[config.mk]
export PLATFORM = sky130hd
export DESIGN_NAME = siol_front_flat
export DESIGN_NICKNAME = d
export VERILOG_FILES = /design/src/rtl/siol_pkg.sv /design/src/rtl/siol_if.sv /design/src/rtl/siol_front.sv /design/src/flat_wrapper.sv
export SDC_FILE = /design/constraint.sdc
export NUM_CORES = 1
export LEC_CHECK = 0
export ABC_AREA = 1
export BUFFER_PORTS_ARGS = -buffer_cell sky130_fd_sc_hd__buf_2
export CAP_MARGIN = 20
export CORE_MARGIN = 2
export CORE_UTILIZATION = 47
export DETAILED_ROUTE_END_ITERATION = 10
export PLACE_DENSITY = 0.76
export SETUP_SLACK_MARGIN = 0.3
export SYNTH_ARGS = -nofsm -noshare
export SYNTH_HDL_FRONTEND = slang
export SYNTH_SLANG_ARGS = --single-unit
[constraint.sdc]
create_clock -name clk_i -period 2.4 [get_ports clk_i]
set_input_delay 0.12 -clock clk_i [delete_from_list [all_inputs] [get_ports clk_i]]
set_output_delay 0.12 -clock clk_i [all_outputs]
set_load 0.05 [all_outputs]
[src/rtl/siol_pkg.sv]
// Package of shared constants, types and codes for the sector interleave order learner.
package siol_pkg;

  localparam int MaxSectors = 32;
  localparam int MaxTracks  = 1024;

  localparam int SecW    = $clog2(MaxSectors);
  localparam int CntW    = $clog2(MaxSectors + 1);
  localparam int SlotW   = $clog2(MaxTracks);
  localparam int TotW    = $clog2(MaxTracks + 1);
  localparam int RowAW   = SlotW + SecW;
  localparam int KeyW    = 16;
  localparam int IdW     = 8;
  localparam int CfgIdxW = 1;
  localparam int CfgW    = 8;
  localparam int SptW    = 6;

  localparam logic [SptW-1:0] SptReset = SptW'(17);

  localparam logic [1:0] OpHeader = 2'd0;
  localparam logic [1:0] OpFinish = 2'd1;
  localparam logic [1:0] OpLookup = 2'd2;

  localparam logic [1:0] OutDone  = 2'd0;
  localparam logic [1:0] OutRange = 2'd1;
  localparam logic [1:0] OutFull  = 2'd2;

  typedef enum logic [CfgIdxW-1:0] {
    CFG_FIRST_SECTOR = 1'b0,
    CFG_TRACK_LEN    = 1'b1
  } cfg_reg_e;

  typedef enum logic [1:0] {
    CLS_HEADER,
    CLS_FINISH,
    CLS_LOOKUP,
    CLS_IGNORE
  } cls_e;

  typedef enum logic [3:0] {
    S_IDLE,
    S_FIND,
    S_RANGE,
    S_REC,
    S_MLEN,
    S_MCNT,
    S_LOAD,
    S_BEST,
    S_INS,
    S_WB,
    S_LLEN,
    S_LCNT,
    S_LSRCH,
    S_RESP
  } state_e;

  typedef struct packed {
    cls_e             cls;
    logic [KeyW-1:0]  key;
    logic [IdW-1:0]   sid;
    logic [IdW-1:0]   fb;
  } item_t;

  typedef struct packed {
    logic  valid;
    item_t item;
  } q_head_t;

  typedef struct packed {
    logic               we;
    logic [CfgIdxW-1:0] idx;
    logic [CfgW-1:0]    data;
  } cfg_wr_t;

endpackage

[src/rtl/siol_if.sv]
// Channel interfaces for input items and result items.
interface siol_item_if;
  logic        valid;
  logic        ready;
  logic [1:0]  operation;
  logic [11:0] cylinder;
  logic [3:0]  head;
  logic [7:0]  sec_num;
  logic [7:0]  fallback_position;

  modport source (output valid, operation, cylinder, head, sec_num, fallback_position,
                  input ready);
  modport sink (input valid, operation, cylinder, head, sec_num, fallback_position,
                output ready);
endinterface


[src/rtl/siol_front.sv]
// Front part: accepts input transactions, classifies them and queues them for the back part.
module siol_front (
  input  logic              clk_i,
  input  logic              rst_ni,
  siol_item_if.sink         item_i,
  output siol_pkg::q_head_t head_o,
  input  logic              pop_i
);
  import siol_pkg::*;

  item_t      ent_q [2];
  logic       wptr_q, wptr_d, rptr_q, rptr_d;
  logic [1:0] cnt_q, cnt_d;
  item_t      cls_item;
  logic       push;

  always_comb begin
    cls_item.key = {item_i.cylinder, item_i.head};
    cls_item.sid = item_i.sec_num;
    cls_item.fb  = item_i.fallback_position;
    unique case (item_i.operation)
      OpHeader: cls_item.cls = CLS_HEADER;
      OpFinish: cls_item.cls = CLS_FINISH;
      OpLookup: cls_item.cls = CLS_LOOKUP;
      default:  cls_item.cls = CLS_IGNORE;
    endcase
  end

  assign item_i.ready = (cnt_q != 2'd2);
  assign push         = item_i.valid && item_i.ready;
  assign head_o.valid = (cnt_q != 2'd0);
  assign head_o.item  = ent_q[rptr_q];

  always_comb begin
    wptr_d = wptr_q ^ push;
    rptr_d = rptr_q ^ pop_i;
    cnt_d  = cnt_q + {1'b0, push} - {1'b0, pop_i};
  end

  always_ff @(posedge clk_i or negedge rst_ni) begin
    if (!rst_ni) begin
      wptr_q <= 1'b0;
      rptr_q <= 1'b0;
      cnt_q  <= 2'd0;
    end else begin
      wptr_q <= wptr_d;
      rptr_q <= rptr_d;
      cnt_q  <= cnt_d;
    end
  end

  always_ff @(posedge clk_i) begin
    if (push) begin
      ent_q[wptr_q] <= cls_item;
    end
  end

endmodule

[src/flat_wrapper.sv]
// flat-port wrapper written by rule: the top's interface ports become plain ports
module siol_front_flat import siol_pkg::*;
  (clk_i, rst_ni, head_o, pop_i, item_i_valid, item_i_operation, item_i_cylinder, item_i_head, item_i_sec_num, item_i_fallback_position, item_i_ready);
  siol_item_if item_i_i ();
  input  logic clk_i;
  input  logic rst_ni;
  output siol_pkg::q_head_t head_o;
  input  logic pop_i;
  input wire logic [$bits(item_i_i.valid)-1:0] item_i_valid;
  input wire logic [$bits(item_i_i.operation)-1:0] item_i_operation;
  input wire logic [$bits(item_i_i.cylinder)-1:0] item_i_cylinder;
  input wire logic [$bits(item_i_i.head)-1:0] item_i_head;
  input wire logic [$bits(item_i_i.sec_num)-1:0] item_i_sec_num;
  input wire logic [$bits(item_i_i.fallback_position)-1:0] item_i_fallback_position;
  output wire logic [$bits(item_i_i.ready)-1:0] item_i_ready;
  assign item_i_i.valid = item_i_valid;
  assign item_i_i.operation = item_i_operation;
  assign item_i_i.cylinder = item_i_cylinder;
  assign item_i_i.head = item_i_head;
  assign item_i_i.sec_num = item_i_sec_num;
  assign item_i_i.fallback_position = item_i_fallback_position;
  assign item_i_ready = item_i_i.ready;
  siol_front u_core (.clk_i(clk_i), .rst_ni(rst_ni), .item_i(item_i_i), .head_o(head_o), .pop_i(pop_i));
endmodule
Word level (Yosys, flattened, before mapping)
Memories as Yosys holds them, arrays and structs flattened.
Cells that the tools add are included.
{"block": "totals", "mem_count": 1, "ram_bits": 68, "output_inout_bits": 36, "wordCells": 17, "register_bits": 4}
{"block": "op_classes", "n_mux": 3, "bitwise_logic": 2, "n_addsub": 2, "eq_ne": 3, "reduce_logical": 3}
{"name": "u_core.ent_q", "depth": 2, "word_bits": 34, "read_ports": 1, "rd_clocked_by_memory_dff": 0, "wr": 1, "line_no": "siol_front.sv:11", "rtl": "item_t ent_q [2];"}
{"cell": "2-bit one-hot mux with 3 select lines", "count": 1}
{"cell": "2-bit by 1-bit adder with 2-bit output", "count": 1}
{"cell": "2-bit by 1-bit == test with 1-bit output (second input constant)", "count": 1}
{"cell": "2-bit == test (second input constant)", "count": 1}
{"cell": "2-bit zero test", "count": 1}
{"cell": "1-bit 2-to-1 mux", "count": 2}
{"cell": "2-bit inequality test (second input constant)", "count": 1}
{"cell": "2-bit nonzero test", "count": 1}
{"cell": "2-bit by 1-bit subtractor with 2-bit output", "count": 1}
{"cell": "1-bit bitwise XOR", "count": 2}
{"cell": "1-bit logical AND", "count": 1}

Logic depth before layout (Yosys ltp)
Gate-level depths: netlist of run 1.
{"block": "depth", "word_depth": 4, "depth_mapped": 8}

Least setup slack after synthesis of run 1
No wires, ideal clock.
{"block": "synth_path", "path_type": "register to register", "startpoint": "register u_core.cnt_q[1]", "endpoint": "memory u_core.ent_q[1][0] (netlist bit), enable pin", "setup_ns": 0.425, "path_stages_with_launch": 4, "path_buffers": 0, "setup_slack_ns": -0.416, "period_less_slack_ns": 2.816, "t_arrival_ns": 2.390, "path_cell_list": "dfrtp_1 -> nand2_1 -> nand2_1 -> nor2_1"}
{"block": "synth_via", "elab_chain_len": 4}
{"item": "start, declared", "line_no": "siol_front.sv:13", "rtl": "logic [1:0] cnt_q, cnt_d;"}
{"item": "start signal, assigned", "line_no": "siol_front.sv:48", "rtl": "cnt_q <= cnt_d;"}
{"item": "2-bit inequality test", "line_no": "siol_front.sv:29", "rtl": "assign item_i.ready = (cnt_q != 2'd2);"}
{"item": "via item_i_ready", "line_no": "flat_wrapper.sv:15", "rtl": "output wire logic [$bits(item_i_i.ready)-1:0] item_i_ready;"}
{"item": "1-bit logical AND", "line_no": "siol_front.sv:30", "rtl": "assign push = item_i.valid && item_i.ready;"}
{"item": "1-bit 2-to-1 mux", "line_no": "siol_front.sv:53", "rtl": "if (push) begin"}
{"item": "1-bit 2-to-1 mux (implied by the code)", "line_no": "siol_front.sv:54", "rtl": "ent_q[wptr_q] <= cls_item;"}
{"item": "end, declared", "line_no": "siol_front.sv:11"}
The timed path passes the listed nets, and every way through them passes these cells.

==> results of run 1 <==
[repair_timing]
| item | 4_1_cts | 5_1_grt |
|---|---|---|
| setup endpoints to repair | 0 | 0 |
| hold buffers | 36 | 0 |
| hold endpoints to repair | 73 | 0 |
[worst reg2reg max path, delay by kind of cell, from the launching register on]
family | cells | cell delay (ns)
buffers and inverters | 1 | 0.31
flip-flops | 1 | 0.41
AND/OR/NAND/NOR | 3 | 0.58
[flip-flops by register name, summed over array words and instances (netlist names)]
signal / flops
u_core.rptr_q: 1
u_core.cnt_q: 2
u_core.wptr_q: 1
u_core.ent_q: 68
[routing by layer]
metal | up-vias | global-route usage | part of all wire
met4 | 0 | 0.07500 | 0.015
met5 | - | 0 | 0
met3 | 7 | 0.04396 | 0.060
met1 | 728 | 0.1888 | 0.40
met2 | 63 | 0.2877 | 0.52
li1 | 743 | - | -
[synth_stat cells (all sizes together)]
library cell | count | area, um^2
nand2 | 8 | 30.03
dfrtp | 4 | 100.1
xor2 | 2 | 17.52
nor2 | 1 | 3.750
nand3 | 2 | 10.01
a21oi | 1 | 5.000
mux2 | 34 | 491.7
inv | 8 | 30.03
ha | 2 | 25.02
buf | 4 | 71.32
edfxtp | 68 | 2042
clkbuf | 2 | 7.510
[area by class of cell]
cell class | instances | share of cell area
clock inverter | 5 | 0.02634
clock buffer | 11 | 0.03887
multi-input combinational | 50 | 0.1523
sequential | 72 | 0.5503
timing repair buffer | 113 | 0.2004
tap | 75 | 0.02409
inverter | 8 | 0.007710
[per-stage QoR]
step	power (uW)	setup WS [ns]	utilization	hold WS, ns
after floorplan	3765	0.4725	-	-0.1756
after global placement	4104	0.7588	0.5574	-0.06517
after detailed placement	4126	0.7532	0.5574	-0.06167
after CTS	5340	0.3686	0.6618	0.08653
after global routing	5550	0.3007	0.6618	0.1026
final	5302	0.3911	0.6618	0.1151
[cells by family (layout without fill, tap and decap cells)]
family	count (synthesis)	after routing	share of synthesized area
flip-flops	72	72	0.7559
buffers and inverters	14	137	0.03841
AO/OA/AOI/OAI	1	1	0.001764
AND/OR/NAND/NOR	11	11	0.01545
adder cells (fa/ha/maj)	2	2	0.008829
multiplexers	34	34	0.1735
XOR/XNOR	2	2	0.006182
[final timing paths]
check | to | cells after the start
max | head_o[1] | 3
min | u_core.cnt_q[1]$_DFF_PN0_ | 2
max reg2reg | u_core.ent_q[1][7]$_DFFE_PP_ | 4
min reg2reg | u_core.cnt_q[1]$_DFF_PN0_ | 3
max in group asynchronous | u_core.rptr_q$_DFF_PN0_ | 2
min in group clk_i | u_core.cnt_q[1]$_DFF_PN0_ | 4
[power groups by stage]
| stage | Combinational, uW | Clock (uW) | Sequential [uW] |
|---|---|---|---|
| floorplan | 1960 | 0 | 1800 |
| global placement | 2220 | 0 | 1880 |
| detailed placement | 2230 | 0 | 1890 |
| CTS | 2290 | 1190 | 1870 |
| global route | 2400 | 1250 | 1900 |
| finish | 2280 | 1160 | 1860 |
==> results.md, run 1 <==
* Leading cell type in the layout, fill and taps excluded: buf_2
* CP Launch Type: register
* I/O pin cnt at 74
* Core area at roughly 5900 um^2
* Worst setup EP type: output pin
* Worst setup path start: u_core.rptr_q$_DFF_PN0_
* TritonCTS Buffers at 9
* First-pass GRT wire length at roughly 7600 um
* Yosys reg bits at about 70
* Syn Nets at about 180
* All-Layer GR Usage at 0.1644
* Worst EP required at between 2 and 2.5 ns
* Post-CTS Setup Repair Bufs at 0
* Slowest cell on crit path: dfrtp_2
* Worst stage delay on the critical path at 0.71 ns
* Via density at 4.614
* Vias in the first global route at around 1600
* RSZ-0062 raised after global routing: false
* Final hold vios at 0
* DR pass1 iterations at 4
* Pint at between 3000 and 4000 uW
* Crit-path cells: buf_12, mux2_2, buf_2
* CTS tree: yes
* Family with the most delay on the worst path: flip-flops
* Max Fclk at approximately 500 MHz
* Hold Crit Class: input port to asynchronous set/reset pin
* Yosys warnings at 0
* Crit path buffers/inverters at 2
* Root buffer cell: clkbuf_8
* Clk sinks at 72
* Total Die Area at ~6700 um^2
* # port buffers at between 70 and 80
* Peak VDD IR at a little over 0.9 mV
* Clk buf depth at 2
* Flop-to-flop setup slack at around 0.8 ns
* Status: complete, no violations
* Period utilisation layout at 0.8370
* Switching part of the total power at 0.3901
* Leak at around 0.0016 uW
* Period minus WS final at about 2.0 ns
* DRT Wirelength at about 4900 um
* Final Cell Area at a little under 4000 um^2
* Skew final at between 0.008 and 0.009 ns
* Share of layout cells above drive strength 1 at 0.4981
* Sequential area share after synthesis at 0.7558
* Placed cell count at 282
* Final HPWL DP at 3046 um
* # diodes at 0
* Reg clk slew, reported paths at 0.07 ns
* Mapped Cells at 136
* Largest net degree at the start of global routing at 28
* Crit Path Category: register to output pin
* Placer Congestion at between 0.7 and 0.8
* Crit-path max FO at 20
* Sequential Power Share at 0.351
* CTS H-tree lvls at 3
* Comb pwr share at 0.429
* Cell Rows at 28
* Synthesis-to-layout area growth at 37.44%
* Initial core utilization at 0.4815
* Pwr Density at between 1000 and 1500 nW/um^2
* Commonest cells after routing, fill and taps aside: 73 x buf_2, 68 x edfxtp_1, 36 x dlygate4sd3_1, 29 x mux2_4, 11 x clkbuf_8
* Average wire per standard cell at ~15 um
* Routed vias at 1541
* Post-route ant nets at 0
* Placement Cell Area at 3281 um^2
* GR Overflow Total at 0
* Arrival time at the worst endpoint at between 1.5 and 2 ns
* Slew headroom at 0.6506
* Setup-failing EPs final at 0
* Iteration-0 DRC Markers at between 80 and 90
* Setup TNS at 0 ns
* P_sw at about 2100 uW
* Storage cell area at 2143 um^2
* Post_cts resized at 0
* Area occupied by multi-input gates at approximately 600 um^2
* Max-cap violations at 0
* Clock group share of total power at 0.219
* Max Slew Vio Count at 0
* Initial antenna violation count at 0
* Clock latency on the worst-skew pair at 0.33 ns
* Worst r2r src: u_core.cnt_q[1]$_DFF_PN0_
* Final cell count without fillers at approximately 330
* Avg Inst Size Synth at between 20 and 25 um^2
* Die X at 81.65 um
* Synth unique cells at 14
* Fill cell count at between 400 and 500
* Nets at approximately 290
* Synthesized area at between 2000 and 3000 um^2
* Post-route DRC at 0
* Die Height at 81.65 um
* Worst-Margin Slew at between 0.5 and 0.6 ns
Power figures use the tool's default switching activity.
==> run 2, diff against run 1 <==
--- a/config.mk
+++ b/config.mk
@@ -9,9 +9,9 @@
 export BUFFER_PORTS_ARGS = -buffer_cell sky130_fd_sc_hd__buf_2
 export CAP_MARGIN = 20
 export CORE_MARGIN = 2
-export CORE_UTILIZATION = 47
+export CORE_UTILIZATION = 52
 export DETAILED_ROUTE_END_ITERATION = 10
-export PLACE_DENSITY = 0.76
+export PLACE_DENSITY = 0.8
 export SETUP_SLACK_MARGIN = 0.3
 export SYNTH_ARGS = -nofsm -noshare
 export SYNTH_HDL_FRONTEND = slang
==> constraint.sdc (replaced) <==
create_clock -name clk_i -period 2 [get_ports clk_i]
set_input_delay 0.1 -clock clk_i [delete_from_list [all_inputs] [get_ports clk_i]]
set_output_delay 0.1 -clock clk_i [all_outputs]
set_load 0.05 [all_outputs]
==> results.md, run 2 (synthesized netlist as in run 1, its figures left out) <==
* Status: complete, no violations
* Placer Congestion at roughly 0.74
* Via density at ~4.7
* Die X at approximately 80 um
* Worst EP required at ~1.9 ns
* Period minus WS final at between 1.5 and 2 ns
* Fill cell count at 305
* Nets at approximately 300
* Post-route DRC at 0
* Cell Rows at 26
* Comb pwr share at 0.474
* Biggest register: u_core.ent_q
* Commonest cells after routing, fill and taps aside: 68 x edfxtp_1, 48 x buf_2, 36 x dlygate4sd3_1, 33 x buf_4, 29 x mux2_4
* Leading cell type in the layout, fill and taps excluded: edfxtp_1
* Crit-path max FO at 8
* Crit Path Category: register to output pin
* Period utilisation layout at 0.8338
* RSZ-0062 raised after global routing: true
* Switching part of the total power at 0.3894
* CTS tree: yes
* Pwr Density at 1617 nW/um^2
* DR pass1 iterations at 4
* GR Overflow Total at 0
* Synthesis-to-layout area growth at 40.35%
* CP Launch Type: register
* TritonCTS Buffers at 9
* # diodes at 0
* Worst setup EP type: output pin
* I/O pin cnt at 74
* Share of layout cells above drive strength 1 at 0.5150
* Peak VDD IR at approximately 1.1 mV
* Core area at 5172 um^2
* Pre-CTS setup slack at 0.4522 ns
* Clock latency on the worst-skew pair at roughly 0.32 ns
* Reg clk slew, reported paths at ~0.070 ns
* Largest net degree at the start of global routing at 23
* Max Slew Vio Count at 0
* Final HPWL DP at approximately 3000 um
* Final hold vios at 0
* Slew headroom at 0.7965
* Initial core utilization at 0.5479
* Max Fclk at around 600 MHz
* Leak at ~0.0017 uW
* Sequential Power Share at 0.343
* Skew final at 0.005802 ns
* Clock group share of total power at 0.184
* Fin worst setup slack at 0.3324 ns
* Total Die Area at approximately 6000 um^2
* Setup-failing EPs final at 0
* DRT Wirelength at 4972 um
* CTS H-tree lvls at 3
* # port buffers at 73
* Layout Utilization at 0.7690
* Area occupied by multi-input gates at ~600 um^2
* Biggest regs: u_core.ent_q (68), u_core.cnt_q (2)
* Clk buf depth at 2
* Iteration-0 DRC Markers at 46
* All-Layer GR Usage at 0.1711
* Final Power at between 6000 and 7000 uW
* Routed vias at between 1500 and 2000
* Max-cap violations at 0
* Post-route ant nets at 0
* Vias in the first global route at 1669
* P_sw at around 2500 uW
* First-pass GRT wire length at 7665 um
* Hold Crit Class: input port to register
* Root buffer cell: clkbuf_8
* Storage cell area at 2146 um^2
* Setup TNS at 0 ns
* Max reg flops at between 60 and 70
* Arrival time at the worst endpoint at 1.57 ns
* Die Height at approximately 78 um
* Pint at 3926 uW
* Clk sinks at slightly above 70
* Initial antenna violation count at 0
* Worst-Margin Slew at approximately 0.31 ns
* Average wire per standard cell at approximately 15 um
run 2: worst paths after layout:
check,slack (ns),depth (start not counted),startpoint,endpoint
setup / recovery,0.33,3,u_core.rptr_q$_DFF_PN0_,head_o[23]
hold / removal,0.11,4,item_i_valid,u_core.cnt_q[1]$_DFF_PN0_
setup reg to reg,0.46,3,u_core.cnt_q[1]$_DFF_PN0_,u_core.ent_q[0][16]$_DFFE_PP_
hold reg to reg,0.72,4,u_core.cnt_q[1]$_DFF_PN0_,u_core.cnt_q[1]$_DFF_PN0_
max in group asynchronous,1.74,2,rst_ni,u_core.rptr_q$_DFF_PN0_
min in group asynchronous,0.12,2,rst_ni,u_core.cnt_q[0]$_DFF_PN0_
run 2: power groups by stage:
| stage | Sequential [uW] | Combinational [uW] | Clock [uW] |
|---|---|---|---|
| after floorplan | 2170 | 2370 | 0 |
| after global placement | 2260 | 2680 | 0 |
| after detailed placement | 2270 | 2710 | 0 |
| after CTS | 2200 | 2950 | 1210 |
| after global routing | 2240 | 3180 | 1270 |
| final | 2200 | 3050 | 1180 |
run 2: metal layers:
| metal | vias to the layer above | global-route usage | wire length (um) |
|---|---|---|---|
| met5 | - | 0 | 0 |
| met4 | 0 | 0.05357 | 41 |
| met3 | 6 | 0.06279 | 276 |
| met2 | 56 | 0.2957 | 2637 |
| met1 | 744 | 0.1978 | 2017 |
| li1 | 757 | - | - |
run 2: what timing repair did:
action                                  in CTS  in global routing
gates resized for setup                      7                 37
buffers inserted                             4                  0
hold buffers                                36                  0
endpoints found under the setup margin      26                 25
hold endpoints to repair                    73                  0
run 2: cell type report:
class / instances / share of cell area
inverters: 8 / 0.007550
flip-flops and latches: 72 / 0.5395
clock inverters: 2 / 0.008808
multi-input cells: 50 / 0.1510
well taps: 70 / 0.02202
repair buffers: 120 / 0.2252
clock buffers: 14 / 0.04593
run 2: stage by stage:
| step | hold slack, ns | cell area, um^2 | std cells |
|---|---|---|---|
| finish | 0.1115 | 3978 | 336 |
| floorplan | -0.1956 | 2851 | 136 |
| global route | 0.1025 | 3978 | 336 |
| CTS | 0.08324 | 3930 | 336 |
| global placement | -0.08743 | 3292 | 280 |
| detailed placement | -0.08721 | 3292 | 280 |
run 2: worst max-delay path, cell delays in order, from the launching register on:
cell and delay, ns:
dfrtp_4 0.55, buf_4 0.20, mux2_4 0.30, buf_4 0.19
==> run 3, diff against run 2 <==
==> constraint.sdc (replaced) <==
create_clock -name clk_i -period 1.68 [get_ports clk_i]
set_input_delay 0.084 -clock clk_i [delete_from_list [all_inputs] [get_ports clk_i]]
set_output_delay 0.084 -clock clk_i [all_outputs]
set_load 0.05 [all_outputs]
==> results.md, run 3 (synthesized netlist as in run 1, its figures left out) <==
* Setup TNS at 0 ns
* DR pass1 iterations at 5
* Max Fclk at approximately 620 MHz
* Leak at about 0.0017 uW
* Worst EP required at 1.60 ns
* # diodes at 0
* Pwr Density at 1924 nW/um^2
* Storage cell area at approximately 2100 um^2
* Fill cell count at about 250
* Reg-to-reg endpoint: u_core.ent_q[0][31]$_DFFE_PP_
* Core area at around 5200 um^2
* Biggest register: u_core.ent_q
* Max Slew Vio Count at 0
* Initial antenna violation count at 0
* Crit-path max FO at 7
* Crit Path Category: register to output pin
* Biggest regs: u_core.ent_q (68), u_core.cnt_q (2)
* TritonCTS Buffers at 9
* Hold Crit Class: input port to register
* Post-route DRC at 0
* Hold endpoint: u_core.cnt_q[0]$_DFF_PN0_
* Initial core utilization at 0.5479
* P_sw at roughly 3200 uW
* Final hold vios at 0
* Slew headroom at 0.8352
* Clock latency on the worst-skew pair at approximately 0.33 ns
* GR Overflow Total at 0
* Status: complete, no violations
* Reg clk slew, reported paths at 0.06 ns
* Switching part of the total power at 0.3934
* Skew final at between 0.006 and 0.007 ns
* Post-route ant nets at 0
* # port buffers at 73
* Iteration-0 DRC Markers at 94
* All-Layer GR Usage at 0.1951
* Pint at ~5000 uW
* Worst-Margin Slew at approximately 0.25 ns
* Hold Crit Start: item_i_valid
* Average wire per standard cell at roughly 16 um
* Cell Rows at 26
* Worst r2r src: u_core.cnt_q[1]$_DFF_PN0_
* Arrival time at the worst endpoint at around 1.5 ns
* Final HPWL DP at 2887 um
* Clk sinks at 72
* I/O pin cnt at 74
* Nets at approximately 300
* Worst setup EP type: output pin
* Die Height at between 70 and 80 um
* Vias in the first global route at 1791
* FF-to-FF path depth at 3
* Placer Congestion at approximately 0.8
* Period utilisation layout at 0.9527
* Area occupied by multi-input gates at 621.8 um^2
* Commonest cells after routing, fill and taps aside: 68 x edfxtp_1, 39 x buf_2, 36 x dlygate4sd3_1, 35 x buf_6, 29 x mux2_4
* Sequential Power Share at 0.323
* Total Die Area at approximately 6000 um^2
* Setup-failing EPs final at 0
* Worst setup path start: u_core.rptr_q$_DFF_PN0_
* CTS tree: yes
* Root buffer cell: clkbuf_8
* Hold Path Stages at 3
* Flop-to-flop setup slack at 0.35 ns
* Pre-CTS setup slack at 0.2381 ns
* Peak VDD IR at about 1.2 mV
* Fin worst setup slack at between 0.07 and 0.08 ns
* Period minus WS final at 1.601 ns
* Via density at ~4.8
* CP Launch Type: register
* DRT Wirelength at approximately 5500 um
* Comb pwr share at 0.543
* Largest net degree at the start of global routing at 35
* RSZ-0062 raised after global routing: true
* CTS H-tree lvls at 3
* Max-cap violations at 0
* Die X at roughly 78 um
* Routed vias at about 1600
* Max reg flops at 68
* Share of layout cells above drive strength 1 at 0.5131
* First-pass GRT wire length at 8562 um
* Clk buf depth at 2
* Synthesis-to-layout area growth at 47.73%
* Clock group share of total power at 0.134
* Leading cell type in the layout, fill and taps excluded: edfxtp_1
## run 3: cell count changes in the layout (fill, tap and decap cells not counted), sizes merged
cell and delta:
clkinv +5, buf +1, bufbuf +1, bufinv -1, clkbuf -5
## run 3: timing repair
item | in CTS | in global routing
pin swaps | 0 | 1
hold endpoints to repair | 73 | 0
gates resized for setup | 74 | 2
hold buffers | 36 | 0
setup endpoints to repair | 68 | 46
cloned | 3 | 0
buffers inserted | 3 | 1
## run 3: cell type report
class,instances,share of cell area
timing repair buffer,121,0.2747
inverter,8,0.007173
tap,70,0.02092
sequential,72,0.5120
multi-input combinational,50,0.1485
clock buffer,10,0.03048
clock inverter,6,0.006276
## run 3: how the worst max path moves through the flow
stage | slack [ns] | cells past startpoint | end
global route | 0.03 | 4 | head_o[18]
finish | 0.08 | 3 | head_o[4]
detailed placement | 0.24 | 3 | u_core.ent_q[0][28]$_DFFE_PP_
floorplan | 0.07 | 3 | u_core.ent_q[1][0]$_DFFE_PP_
global placement | 0.29 | 3 | u_core.ent_q[0][28]$_DFFE_PP_
CTS | 0.06 | 3 | head_o[14]
## run 3: per-stage QoR
| stage | std cells | utilization | hold WS (ns) | power, uW | cell area [um^2] |
|---|---|---|---|---|---|
| floorplan | 136 | - | -0.2116 | 5430 | 2869 |
| global placement | 278 | 0.6418 | -0.1055 | 5920 | 3319 |
| detailed placement | 278 | 0.6418 | -0.1001 | 5977 | 3319 |
| CTS | 336 | 0.8065 | 0.06158 | 8023 | 4172 |
| global route | 337 | 0.8094 | 0.07724 | 8365 | 4187 |
| finish | 337 | 0.8094 | 0.08257 | 8054 | 4187 |
## run 3: power by group through the flow
stage / clock network, uW / registers (uW) / logic, uW
2_1_floorplan: 0 / 2580 / 2860
3_3_place_gp: 0 / 2590 / 3330
3_5_place_dp: 0 / 2620 / 3350
4_1_cts: 1110 / 2590 / 4330
5_1_grt: 1180 / 2630 / 4550
6_report: 1080 / 2600 / 4370
## run 3: worst max-delay path, stage by stage (launching register included)
cell       delay, ns
dfrtp_2         0.43
bufbuf_16       0.29
mux2_4          0.30
buf_6           0.15
## run 3: per-layer routing
metal	routed length, um	global-route usage
met2	3128	0.3638
met3	249	0.05116
met4	70	0.08036
met1	2063	0.2061
met5	0	0
